### config.mk
export PLATFORM = sky130hd
export DESIGN_NAME = riff_wav_pcm_stream_parser
export DESIGN_NICKNAME = d
export VERILOG_FILES = /design/src/hdl/rwp_pkg.sv /design/src/hdl/riff_wav_pcm_stream_parser.sv
export SDC_FILE = /design/constraint.sdc
export NUM_CORES = 2
export LEC_CHECK = 0
export ABC_AREA = 1
export BUFFER_PORTS_ARGS = -buffer_cell sky130_fd_sc_hd__buf_2
export CAP_MARGIN = 30
export CORE_MARGIN = 2
export CORE_UTILIZATION = 53
export CTS_CLUSTER_DIAMETER = 80
export DETAILED_ROUTE_END_ITERATION = 12
export PLACE_DENSITY = 0.7
export SYNTH_ARGS = -nofsm -noshare
export SYNTH_HDL_FRONTEND = slang
export SYNTH_SLANG_ARGS = --single-unit
### constraint.sdc
create_clock -name clk -period 19.65 [get_ports clk]
set_input_delay 3.93 -clock clk [delete_from_list [all_inputs] [get_ports clk]]
set_output_delay 3.93 -clock clk [all_outputs]
set_load 0.05 [all_outputs]
### src/hdl/rwp_pkg.sv
// shared types and codes for the riff/wave pcm stream parser
// no dependencies; imported by riff_wav_pcm_stream_parser
package rwp_pkg;

  localparam logic [31:0] TAG_RIFF = 32'h5249_4646;
  localparam logic [31:0] TAG_WAVE = 32'h5741_5645;
  localparam logic [31:0] TAG_FMT  = 32'h666D_7420;
  localparam logic [31:0] TAG_DATA = 32'h6461_7461;

  localparam logic [1:0] KIND_SAMPLE = 2'd0;
  localparam logic [1:0] KIND_HEADER = 2'd1;
  localparam logic [1:0] KIND_STATUS = 2'd2;

  localparam logic [2:0] ST_OK          = 3'd0;
  localparam logic [2:0] ST_NOT_WAVE    = 3'd1;
  localparam logic [2:0] ST_NOT_PCM     = 3'd2;
  localparam logic [2:0] ST_BAD_BITS    = 3'd3;
  localparam logic [2:0] ST_BAD_CHANS   = 3'd4;
  localparam logic [2:0] ST_NO_DATA     = 3'd5;
  localparam logic [2:0] ST_SHORT_FMT   = 3'd6;
  localparam logic [2:0] ST_DATA_EARLY  = 3'd7;

  localparam int unsigned QUEUE_DEPTH = 4;

  typedef struct packed {
    logic [1:0]         kind;
    logic signed [15:0] sample_value;
    logic               channel_index;
    logic [31:0]        rate_hz;
    logic [1:0]         channel_count;
    logic [31:0]        frames_total;
    logic [2:0]         status_code;
    logic               last_result;
  } result_t;

endpackage

### src/hdl/riff_wav_pcm_stream_parser.sv
// an accepted byte is held in the input stage, then parsed into the result queue that drives the output
// throughput: one byte per cycle; a byte may cause up to two results, drained one per
//   cycle while out_ready is high from a four-entry result queue, so a byte waits only
//   while the queue holds more than two results
// reset: synchronous, active low; clears file_length, the parse state and the queue
// depends on rwp_pkg
module riff_wav_pcm_stream_parser (
  input  logic                 clk,
  input  logic                 rst_n,
  input  logic                 cfg_we,
  input  logic [31:0]          cfg_wdata,
  input  logic                 in_valid,
  output logic                 in_ready,
  input  logic [7:0]           in_file_byte,
  input  logic                 in_first_byte,
  output logic                 out_valid,
  input  logic                 out_ready,
  output logic [1:0]           out_kind,
  output logic signed [15:0]   out_sample_value,
  output logic                 out_channel_index,
  output logic [31:0]          out_rate_hz,
  output logic [1:0]           out_channel_count,
  output logic [31:0]          out_frames_total,
  output logic [2:0]           out_status_code,
  output logic                 out_last_result
);
  import rwp_pkg::*;

  typedef enum logic [2:0] {
    PH_RIFF, PH_TAG, PH_LEN, PH_FMT, PH_SKIP, PH_DATA, PH_DONE
  } phase_t;

  localparam int unsigned PTR_W = $clog2(QUEUE_DEPTH);

  // input stage
  logic       in_vld_r;
  logic [7:0] byte_r;
  logic       first_r;
  logic       proc;

  // parse state
  phase_t      phase_r, phase_nxt;
  logic [31:0] flen_r;
  logic [31:0] pos_r, pos_nxt;
  logic [31:0] tag_r, tag_nxt;
  logic [31:0] len_r, len_nxt;
  logic [32:0] left_r, left_nxt;
  logic [15:0] fcode_r, fcode_nxt;
  logic [15:0] fch_r, fch_nxt;
  logic [31:0] frate_r, frate_nxt;
  logic [15:0] fbits_r, fbits_nxt;
  logic        fseen_r, fseen_nxt;
  logic [31:0] sleft_r, sleft_nxt;
  logic [7:0]  lowb_r, lowb_nxt;
  logic        tog_r, tog_nxt;
  logic [2:0]  err_r, err_nxt;

  // results of one byte
  result_t     res_a, res_s, push0, push1;
  logic        a_vld, s_vld;
  logic [2:0]  chk;
  logic [32:0] fmt_off;
  logic [33:0] end_sum;
  logic [31:0] frames;

  // result queue
  result_t           q_r [QUEUE_DEPTH];
  logic [PTR_W-1:0]  wr_r, rd_r;
  logic [PTR_W:0]    cnt_r;
  logic              pop;
  logic [1:0]        n_push;

  function automatic logic [2:0] fmt_check(input logic [15:0] code, input logic [15:0] bits,
                                           input logic [15:0] chans);
    logic [2:0] c;
    if (code != 16'd1) c = ST_NOT_PCM;
    else if (bits != 16'd8 && bits != 16'd16) c = ST_BAD_BITS;
    else if (chans < 16'd1 || chans > 16'd2) c = ST_BAD_CHANS;
    else c = ST_OK;
    return c;
  endfunction

  assign proc     = in_vld_r && (cnt_r <= (PTR_W+1)'(QUEUE_DEPTH - 2));
  assign in_ready = !in_vld_r || proc;
  assign pop      = out_valid && out_ready;

  always_comb begin
    if (first_r) begin
      phase_nxt = PH_RIFF; pos_nxt = '0; tag_nxt = '0; len_nxt = '0; left_nxt = '0;
      fcode_nxt = '0; fch_nxt = '0; frate_nxt = '0; fbits_nxt = '0; fseen_nxt = 1'b0;
      sleft_nxt = '0; lowb_nxt = '0; tog_nxt = 1'b0; err_nxt = '0;
    end else begin
      phase_nxt = phase_r; pos_nxt = pos_r; tag_nxt = tag_r; len_nxt = len_r;
      left_nxt = left_r; fcode_nxt = fcode_r; fch_nxt = fch_r; frate_nxt = frate_r;
      fbits_nxt = fbits_r; fseen_nxt = fseen_r; sleft_nxt = sleft_r; lowb_nxt = lowb_r;
      tog_nxt = tog_r; err_nxt = err_r;
    end
    a_vld   = 1'b0;
    s_vld   = 1'b0;
    res_a   = '0;
    res_s   = '0;
    res_s.kind = KIND_STATUS;
    chk     = ST_OK;
    fmt_off = '0;
    end_sum = '0;
    frames  = '0;

    if (phase_nxt != PH_DONE) begin
      unique case (phase_nxt)
        PH_RIFF: begin
          tag_nxt = {tag_nxt[23:0], byte_r};
          if (pos_nxt == 32'd3 && tag_nxt != TAG_RIFF) begin
            s_vld = 1'b1; res_s.status_code = ST_NOT_WAVE;
          end else if (pos_nxt == 32'd11) begin
            if (tag_nxt != TAG_WAVE) begin
              s_vld = 1'b1; res_s.status_code = ST_NOT_WAVE;
            end else begin
              phase_nxt = PH_TAG; left_nxt = 33'd4; tag_nxt = '0;
            end
          end
        end
        PH_TAG: begin
          tag_nxt  = {tag_nxt[23:0], byte_r};
          left_nxt = left_nxt - 33'd1;
          if (left_nxt == '0) begin
            phase_nxt = PH_LEN; left_nxt = 33'd4; len_nxt = '0;
          end
        end
        PH_LEN: begin
          len_nxt  = {byte_r, len_nxt[31:8]};
          left_nxt = left_nxt - 33'd1;
          if (left_nxt == '0) begin
            // chunk header complete
            end_sum = {2'b00, pos_nxt} + 34'd1 + {2'b00, len_nxt};
            chk     = fmt_check(fcode_nxt, fbits_nxt, fch_nxt);
            if (end_sum > {2'b00, flen_r}) begin
              s_vld = 1'b1;
              res_s.status_code = (chk == ST_OK) ? ST_NO_DATA : chk;
            end else if (tag_nxt == TAG_FMT) begin
              if (len_nxt < 32'd16) begin
                s_vld = 1'b1; res_s.status_code = ST_SHORT_FMT;
              end else begin
                fseen_nxt = 1'b1;
                phase_nxt = PH_FMT;
                left_nxt  = {1'b0, len_nxt} + {32'd0, len_nxt[0]};
              end
            end else if (tag_nxt == TAG_DATA) begin
              if (!fseen_nxt) begin
                s_vld = 1'b1; res_s.status_code = ST_DATA_EARLY;
              end else if (chk != ST_OK) begin
                s_vld = 1'b1; res_s.status_code = chk;
              end else if (len_nxt == '0) begin
                s_vld = 1'b1; res_s.status_code = ST_NO_DATA;
              end else begin
                // bytes per frame is 1, 2 or 4
                if (fbits_nxt == 16'd8) frames = (fch_nxt == 16'd2) ? len_nxt >> 1 : len_nxt;
                else frames = (fch_nxt == 16'd2) ? len_nxt >> 2 : len_nxt >> 1;
                sleft_nxt = (fch_nxt == 16'd2) ? {frames[30:0], 1'b0} : frames;
                tog_nxt   = 1'b0;
                left_nxt  = {1'b0, len_nxt};
                phase_nxt = PH_DATA;
                a_vld = 1'b1;
                res_a.kind          = KIND_HEADER;
                res_a.rate_hz       = frate_nxt;
                res_a.channel_count = fch_nxt[1:0];
                res_a.frames_total  = frames;
              end
            end else begin
              left_nxt = {1'b0, len_nxt} + {32'd0, len_nxt[0]};
              if (left_nxt == '0) begin
                phase_nxt = PH_TAG; left_nxt = 33'd4; tag_nxt = '0;
              end else begin
                phase_nxt = PH_SKIP;
              end
            end
          end
        end
        PH_FMT: begin
          fmt_off = ({1'b0, len_nxt} + {32'd0, len_nxt[0]}) - left_nxt;
          if (fmt_off < 33'd2) begin
            if (!fmt_off[0]) fcode_nxt[7:0] = byte_r; else fcode_nxt[15:8] = byte_r;
          end else if (fmt_off < 33'd4) begin
            if (!fmt_off[0]) fch_nxt[7:0] = byte_r; else fch_nxt[15:8] = byte_r;
          end else if (fmt_off < 33'd8) begin
            unique case (fmt_off[1:0])
              2'd0: frate_nxt[7:0]   = byte_r;
              2'd1: frate_nxt[15:8]  = byte_r;
              2'd2: frate_nxt[23:16] = byte_r;
              default: frate_nxt[31:24] = byte_r;
            endcase
          end else if (fmt_off == 33'd14) begin
            fbits_nxt[7:0] = byte_r;
          end else if (fmt_off == 33'd15) begin
            fbits_nxt[15:8] = byte_r;
          end
          left_nxt = left_nxt - 33'd1;
          if (left_nxt == '0) begin
            phase_nxt = PH_TAG; left_nxt = 33'd4; tag_nxt = '0;
          end
        end
        PH_SKIP: begin
          left_nxt = left_nxt - 33'd1;
          if (left_nxt == '0) begin
            phase_nxt = PH_TAG; left_nxt = 33'd4; tag_nxt = '0;
          end
        end
        PH_DATA: begin
          if (sleft_nxt != '0) begin
            if (fbits_nxt == 16'd8) begin
              a_vld = 1'b1;
              res_a.sample_value = {byte_r ^ 8'h80, 8'h00};
            end else if (!(len_nxt[0] ^ left_nxt[0])) begin
              // low byte of a 16-bit sample
              lowb_nxt = byte_r;
            end else begin
              a_vld = 1'b1;
              res_a.sample_value = {byte_r, lowb_nxt};
            end
            if (a_vld) begin
              res_a.kind          = KIND_SAMPLE;
              res_a.channel_index = tog_nxt;
              tog_nxt   = (fch_nxt == 16'd2) ? !tog_nxt : 1'b0;
              sleft_nxt = sleft_nxt - 32'd1;
            end
          end
          left_nxt = left_nxt - 33'd1;
          if (left_nxt == '0) begin
            s_vld = 1'b1; res_s.status_code = ST_OK;
          end
        end
        default: ;
      endcase

      if (s_vld) begin
        phase_nxt = PH_DONE;
      end else if ({1'b0, pos_nxt} + 33'd1 >= {1'b0, flen_r}) begin
        // end of file reached without a data chunk
        s_vld = 1'b1;
        if (phase_nxt == PH_RIFF) res_s.status_code = ST_NOT_WAVE;
        else begin
          chk = fmt_check(fcode_nxt, fbits_nxt, fch_nxt);
          res_s.status_code = (chk == ST_OK) ? ST_NO_DATA : chk;
        end
        phase_nxt = PH_DONE;
      end
      if (s_vld) err_nxt = res_s.status_code;
    end
    pos_nxt = pos_nxt + 32'd1;

    res_s.last_result = 1'b1;
    res_a.last_result = !s_vld;
    push0  = a_vld ? res_a : res_s;
    push1  = res_s;
    n_push = {1'b0, a_vld} + {1'b0, s_vld};
  end

  always_ff @(posedge clk) begin
    if (!rst_n) begin
      in_vld_r <= 1'b0;
      first_r  <= 1'b0;
      flen_r   <= '0;
      phase_r  <= PH_RIFF;
      pos_r    <= '0;
      tag_r    <= '0;
      len_r    <= '0;
      left_r   <= '0;
      fcode_r  <= '0;
      fch_r    <= '0;
      frate_r  <= '0;
      fbits_r  <= '0;
      fseen_r  <= 1'b0;
      sleft_r  <= '0;
      lowb_r   <= '0;
      tog_r    <= 1'b0;
      err_r    <= '0;
      wr_r     <= '0;
      rd_r     <= '0;
      cnt_r    <= '0;
    end else begin
      if (cfg_we) begin
        flen_r <= cfg_wdata;
      end
      if (in_ready) begin
        in_vld_r <= in_valid;
        first_r  <= in_first_byte;
      end
      if (proc) begin
        phase_r <= phase_nxt;
        pos_r   <= pos_nxt;
        tag_r   <= tag_nxt;
        len_r   <= len_nxt;
        left_r  <= left_nxt;
        fcode_r <= fcode_nxt;
        fch_r   <= fch_nxt;
        frate_r <= frate_nxt;
        fbits_r <= fbits_nxt;
        fseen_r <= fseen_nxt;
        sleft_r <= sleft_nxt;
        lowb_r  <= lowb_nxt;
        tog_r   <= tog_nxt;
        err_r   <= err_nxt;
        wr_r    <= wr_r + PTR_W'(n_push);
      end
      if (pop) begin
        rd_r <= rd_r + PTR_W'(1);
      end
      cnt_r <= cnt_r + (proc ? (PTR_W+1)'(n_push) : '0) - (PTR_W+1)'(pop);
    end
  end

  // payload registers
  always_ff @(posedge clk) begin
    if (in_ready && in_valid) begin
      byte_r <= in_file_byte;
    end
    if (proc && n_push != 2'd0) begin
      q_r[wr_r] <= push0;
    end
    if (proc && n_push == 2'd2) begin
      q_r[wr_r + PTR_W'(1)] <= push1;
    end
  end

  assign out_valid         = (cnt_r != '0);
  assign out_kind          = q_r[rd_r].kind;
  assign out_sample_value  = q_r[rd_r].sample_value;
  assign out_channel_index = q_r[rd_r].channel_index;
  assign out_rate_hz       = q_r[rd_r].rate_hz;
  assign out_channel_count = q_r[rd_r].channel_count;
  assign out_frames_total  = q_r[rd_r].frames_total;
  assign out_status_code   = q_r[rd_r].status_code;
  assign out_last_result   = q_r[rd_r].last_result;

`ifndef NO_ASSERTIONS
  a_queue_bound: assert property (@(posedge clk) disable iff (!rst_n)
    cnt_r <= (PTR_W+1)'(QUEUE_DEPTH))
    else $error("result queue overflow");

  a_status_ends_parse: assert property (@(posedge clk) disable iff (!rst_n)
    proc && s_vld |=> phase_r == PH_DONE && err_r == $past(res_s.status_code))
    else $error("status given but parse not closed");

  a_done_is_silent: assert property (@(posedge clk) disable iff (!rst_n)
    proc && phase_r == PH_DONE && !first_r |-> n_push == 2'd0)
    else $error("result after final status");

  a_sample_needs_data: assert property (@(posedge clk) disable iff (!rst_n)
    proc && a_vld && res_a.kind == KIND_SAMPLE |-> phase_r == PH_DATA && !first_r)
    else $error("sample outside data chunk");
`endif

endmodule

## Word-level counts from Yosys, hierarchy flattened

Memories as Yosys holds them, arrays and structs flattened. A register that Yosys moved wholly into a read port is not among the register bits.
Index checks and enable logic that the tools add are counted.

- Bits in writable memories: 356
- Word-level logic and storage cells: 326
- Memories kept: 1
- Output and inout port bits: 91
- Register bits after elaboration: 303
- Input bits: 46

- Bitwise logic cells: 2
- Muxes and demuxes: 223
- $lt $le $gt $ge: 11
- Add/sub/neg operators: 15
- Reduce and logical (&&, ||, !) cells: 29
- Equal/unequal tests: 25

Memory list:

| name | depth | bits a word | rd ports | clocked after Yosys merged registers in | write ports | line | source |
|---|---|---|---|---|---|---|---|
| q_r | 4 | 89 | 1 | 1 | 2 | riff_wav_pcm_stream_parser.sv:67 | `result_t q_r [QUEUE_DEPTH];` |

Operators with widths:

| kind | number |
|---|---|
| $mux W32 | 35 |
| $mux W66 | 8 |
| $mux W33 | 15 |
| $mux W16 | 20 |
| $mux W3 | 46 |
| $mux W8 | 17 |
| $pmux W33 S4 | 1 |
| $pmux W32 S2 | 2 |
| $pmux W32 S4 | 1 |
| $mux W89 | 1 |
| $mux W85 | 1 |
| $add A32 B1 Y33 | 2 |
| $add A32 B1 Y33 const B | 2 |
| $eq A33 B4 Y1 const B | 2 |
| $logic_not A33 Y1 | 2 |
| $eq A32 B31 Y1 const B | 2 |
| $mux W1 | 64 |
| $ne A32 B31 Y1 const B | 2 |
| $add A33 B32 Y34 | 1 |
| $gt A34 B32 Y1 | 1 |
| $mux W17 | 2 |
| $ge A33 B32 Y1 | 1 |
| $lt A33 B2 Y1 const B | 1 |
| $lt A33 B3 Y1 const B | 1 |
| other kinds (47) | 75 |

## Depth between registers and ports, before layout

- Word-level depth: 30
- Mapped depth: 56

## Worst setup path after synthesis

No wires, ideal clock.

- Path type: register to register
- Start: reg first_r
- End: mem q_r[0][34] (netlist name)
- Path buffers: 11
- Setup time: 0.132 ns
- Stages on the path, launching flop included: 53
- Required time: 19.518 ns
- Arrival: 8.439 ns
- Period minus slack after synthesis: 8.571 ns
- Setup slack: 11.079 ns
- Cells stage by stage: dfxtp_1 > buf_6 > buf_2 > buf_2 > buf_2 > buf_1 > buf_1 > clkbuf_1 > buf_1 > nor2_1 > ha_1 > nand2_1 > nor2_1 > a211oi_1 > o21ai_0 > a21oi_1 > o21ai_0 > a21boi_0 > [... 17 more ...] > clkinv_1 > nand3_4 > nor2_4 > nand2_4 > nand2_4 > inv_1 > ha_1 > nor2_1 > inv_1 > nor3_1 > inv_1 > clkbuf_1 > nand2_1 > inv_1 > clkbuf_1 > clkbuf_1 > nand2_1 > o21ai_0

RTL lines:

| item | line | source |
|---|---|---|
| start, declared | riff_wav_pcm_stream_parser.sv:38 | `logic first_r;` |
| start signal, assigned | riff_wav_pcm_stream_parser.sv:285 | `first_r <= in_first_byte;` |
| end, declared | riff_wav_pcm_stream_parser.sv:67 |  |

==> impl_metrics.toml <==
[power_and_ir_drop]
power_density_nw_per_um2 = 109
p_comb_frac = 0.429
sw_frac_of_total = 0.449
power.switching_mw = 2.33
p_leak_nw = 21.3
peakVddDrop_uv = 85.3
p_seq_frac = 0.285
internal-power_mw = 2.87
pwr-share-clk = 0.285

[logic_synthesis]
synth_cell_types = 65
yosys.area.top_type_share = 0.294
synth_top_area_cell = "dfxtp_1"
async_reset_ff_frac = 0
ys_ff_latch = 661
synthesis.area_sq_um = 43600
synth_edf_count = 20
synth_ff_type = "dfxtp_1"
syn_nets = 7130
synth_cells = 6904
yosys_warnings = 0
ys_seq_area_frac = 0.308
synth_area_leaders = "dfxtp_1, nand2_1, o21ai_0"
post_synth.cell_area_avg_sq_um = 6.32

[detailed_routing]
drt-total-wl_mm = 158
first_iter_violations = 5157
vias = 47000
drtPass1Iterations = 8
ant_nets = 0
drt_drc_violations_left = 0
vias_per_cell = 5.90
avgRoutedWirePerCell_microns = 19.9

[setup_path]
cp_slowest_stage_delay_ns = 0.91
cp-start-kind = "flip-flop"
crit_type = "flip-flop to flip-flop"
r2r_slack_ns = 8.68
cp.arrival_ns = 11.47
path_max_fanout = 102
timing.rr.start = "first_r"
crit_required_ns = 20.15
critPathCaptureType = "flip-flop"
cpMostUsedCell = "nand2_1"
cp_slowest_cell = "buf_4"
r2r_end = "q_r[0][52]"
r2r_cells = 45

[floorplanning]
initial_utilization = 0.534
die-width_microns = 291
io_pins = 137
rows = 105
core_sq_um = 81700
die_h_microns = 291
die-area_sq_um = 84600

[grt]
grt_usage = 0.361
antenna_found_initial = 5
grt_first_pass_wirelength_mm = 245
grt_max_degree = 177
grt_pass1_vias = 42819
grt_remaining_overflow = 0

[cts]
cts_setup_buffers = 0
cts_buffer_depth = 3
h-tree-depth = 3
numCtsBuffers = 76
clock-sinks = 661
cts_tree = "built"
cts.reportedPaths.clkPinSlew_ns = 0.06
postCtsResizedCells = 0
postCtsHoldBufs = 0
clock_latency_ns = 0.67
cts-root-buf = "clkbuf_16"

[placed_design]
dp_hpwl_mm = 108
dp_cells = 7823
gp_congestion = 1.02
io_buffers = 136

[worst_hold_path]
min-delay-start = "q_r[2][71]"
whs_path_depth = 2
hold_end = "q_r[2][71]"
min_path_type = "flip-flop to flip-flop"

[timing]
timing.setup.tns_ns = 0
tightest_slew_ns = 1.07
rsz0062_at_grt = "no"
hold_violations = 0
skew_ns = 0.0558
setup-violations-final = 0
max_freq_mhz = 91.2
finalCritPeriodShare = 0.558
relSlewSlack = 0.278
drv_slew = 0
finalCriticalPeriod_ns = 10.97

[run_status]
status = "finished clean"

[finish]
area_delta_synth_final_pct = 8.87
layout-drive-gt1-share = 0.0680
final_cells = 7968
nets = 7060
fillCellCount = 8169

[run]
drv_cap = 0
==> logic make-up after synthesis <==
| kind of cell | count (synthesis) | share of synthesized area |
|---|---|---|
| XOR/XNOR | 114 | 0.0229 |
| flip-flops | 661 | 0.308 |
| AO/OA/AOI/OAI | 1735 | 0.220 |
| buffers and inverters | 1178 | 0.105 |
| AND/OR/NAND/NOR | 3034 | 0.291 |
| adder cells (fa/ha/maj) | 180 | 0.0522 |
| multiplexers | 2 | 0.000459 |
==> worst max-delay path by stage <==
stage                 start  depth (start not counted)          to  slack, ns
floorplan           first_r                         52  q_r[0][34]      11.08
global placement    first_r                         45  q_r[0][52]       9.32
detailed placement  first_r                         45  q_r[0][58]       8.99
CTS                 first_r                         45  q_r[0][27]       8.99
global route        first_r                         45  q_r[0][58]       7.76
finish              first_r                         45  q_r[0][52]       8.68
==> worst max-delay path, delay by kind of cell, from the launching register on <==
family	cells	cell delay (ns)
compound gates	11	2.56
xor+xnor	1	0.16
buf+inv	10	3.12
fa+ha+maj	3	0.85
flops	1	0.55
simple gates	20	3.26
==> power groups by stage <==
stage	Sequential [mW]	Clock [mW]	Combinational, mW
2_1_floorplan	1.48	0	1.61
3_3_place_gp	1.51	0	2.15
3_5_place_dp	1.51	0	2.17
4_1_cts	1.48	1.50	2.18
5_1_grt	1.49	1.55	2.45
6_report	1.48	1.48	2.23
==> flip-flops by register name, summed over array words and instances (netlist names), 32 cells and up, named ones only <==
name / cells
flen_r: 32
q_r: 356
pos_r: 32
left_r: 33
sleft_r: 32
frate_r: 32
len_r: 32
tag_r: 32
==> through the flow <==
stage | instance area, sq um | total power, mW | utilization | setup slack, ns | hold slack [ns]
floorplan | 43600 | 3.08 | - | 11.08 | 0.421
global placement | 44700 | 3.66 | 0.547 | 9.32 | 0.433
detailed placement | 44800 | 3.68 | 0.548 | 8.99 | 0.435
CTS | 47400 | 5.16 | 0.580 | 8.99 | 0.450
global route | 47500 | 5.49 | 0.581 | 7.76 | 0.469
finish | 47500 | 5.20 | 0.581 | 8.68 | 0.448
==> synthesized netlist by cell type (all sizes together), types with 5 or more instances <==
cell type / number
a211oi: 18
o21ai: 934
nor2: 758
and2: 6
ha: 177
nand3: 244
nand4: 108
or2: 5
o21a: 39
o22ai: 107
o21bai: 9
xor2: 90
a31oi: 23
clkinv: 9
a22oi: 6
clkbuf: 297
buf: 60
dfxtp: 641
o31ai: 5
nor3: 94
o2111ai: 7
a221oi: 32
edfxtp: 20
inv: 812
o221ai: 50
o211ai: 67
nand3b: 11
xnor2: 24
nor4: 42
a21oi: 425
nand2: 1759
==> per-layer routing <==
metal  up-vias  global-route usage  share of wire
met5         -                   0        0.00043
met4         4               0.174          0.051
met3       409              0.0602          0.092
met2      2215               0.563           0.44
met1     21717               0.486           0.42
li1      22655                   -              -
==> placed cells by master, fill, tap and decap left out, drive strengths merged, types with 4 or more instances in the layout <==
master    count
nand2      1759
o21ai       934
inv         817
nor2        758
dfxtp       641
a21oi       425
nand3       244
buf         208
ha          177
nand4       108
o22ai       107
clkbuf      103
nor3         94
xor2         90
o211ai       67
o221ai       50
nor4         42
o21a         39
a221oi       32
clkinv       30
xnor2        24
a31oi        23
edfxtp       20
a211oi       18
nand3b       11
o21bai        9
o2111ai       7
and2          6
a22oi         6
bufinv        6
o31ai         5
or2           5
clkinvlp      5
and3          4
==> final cells by class <==
| cell class | count | area [sq um] | share of cell area |
|---|---|---|---|
| Multi-Input combinational cell | 5065 | 25600 | 0.540 |
| Sequential cell | 661 | 13400 | 0.283 |
| Inverter | 821 | 3100 | 0.0652 |
| Clock buffer | 102 | 2120 | 0.0446 |
| Timing Repair Buffer | 209 | 1350 | 0.0284 |
| Tap cell | 1070 | 1340 | 0.0282 |
| Clock inverter | 37 | 500 | 0.0105 |
| Antenna cell | 3 | 7.51 | 0.000158 |
No activity file was read; power rests on OpenSTA's default activity.
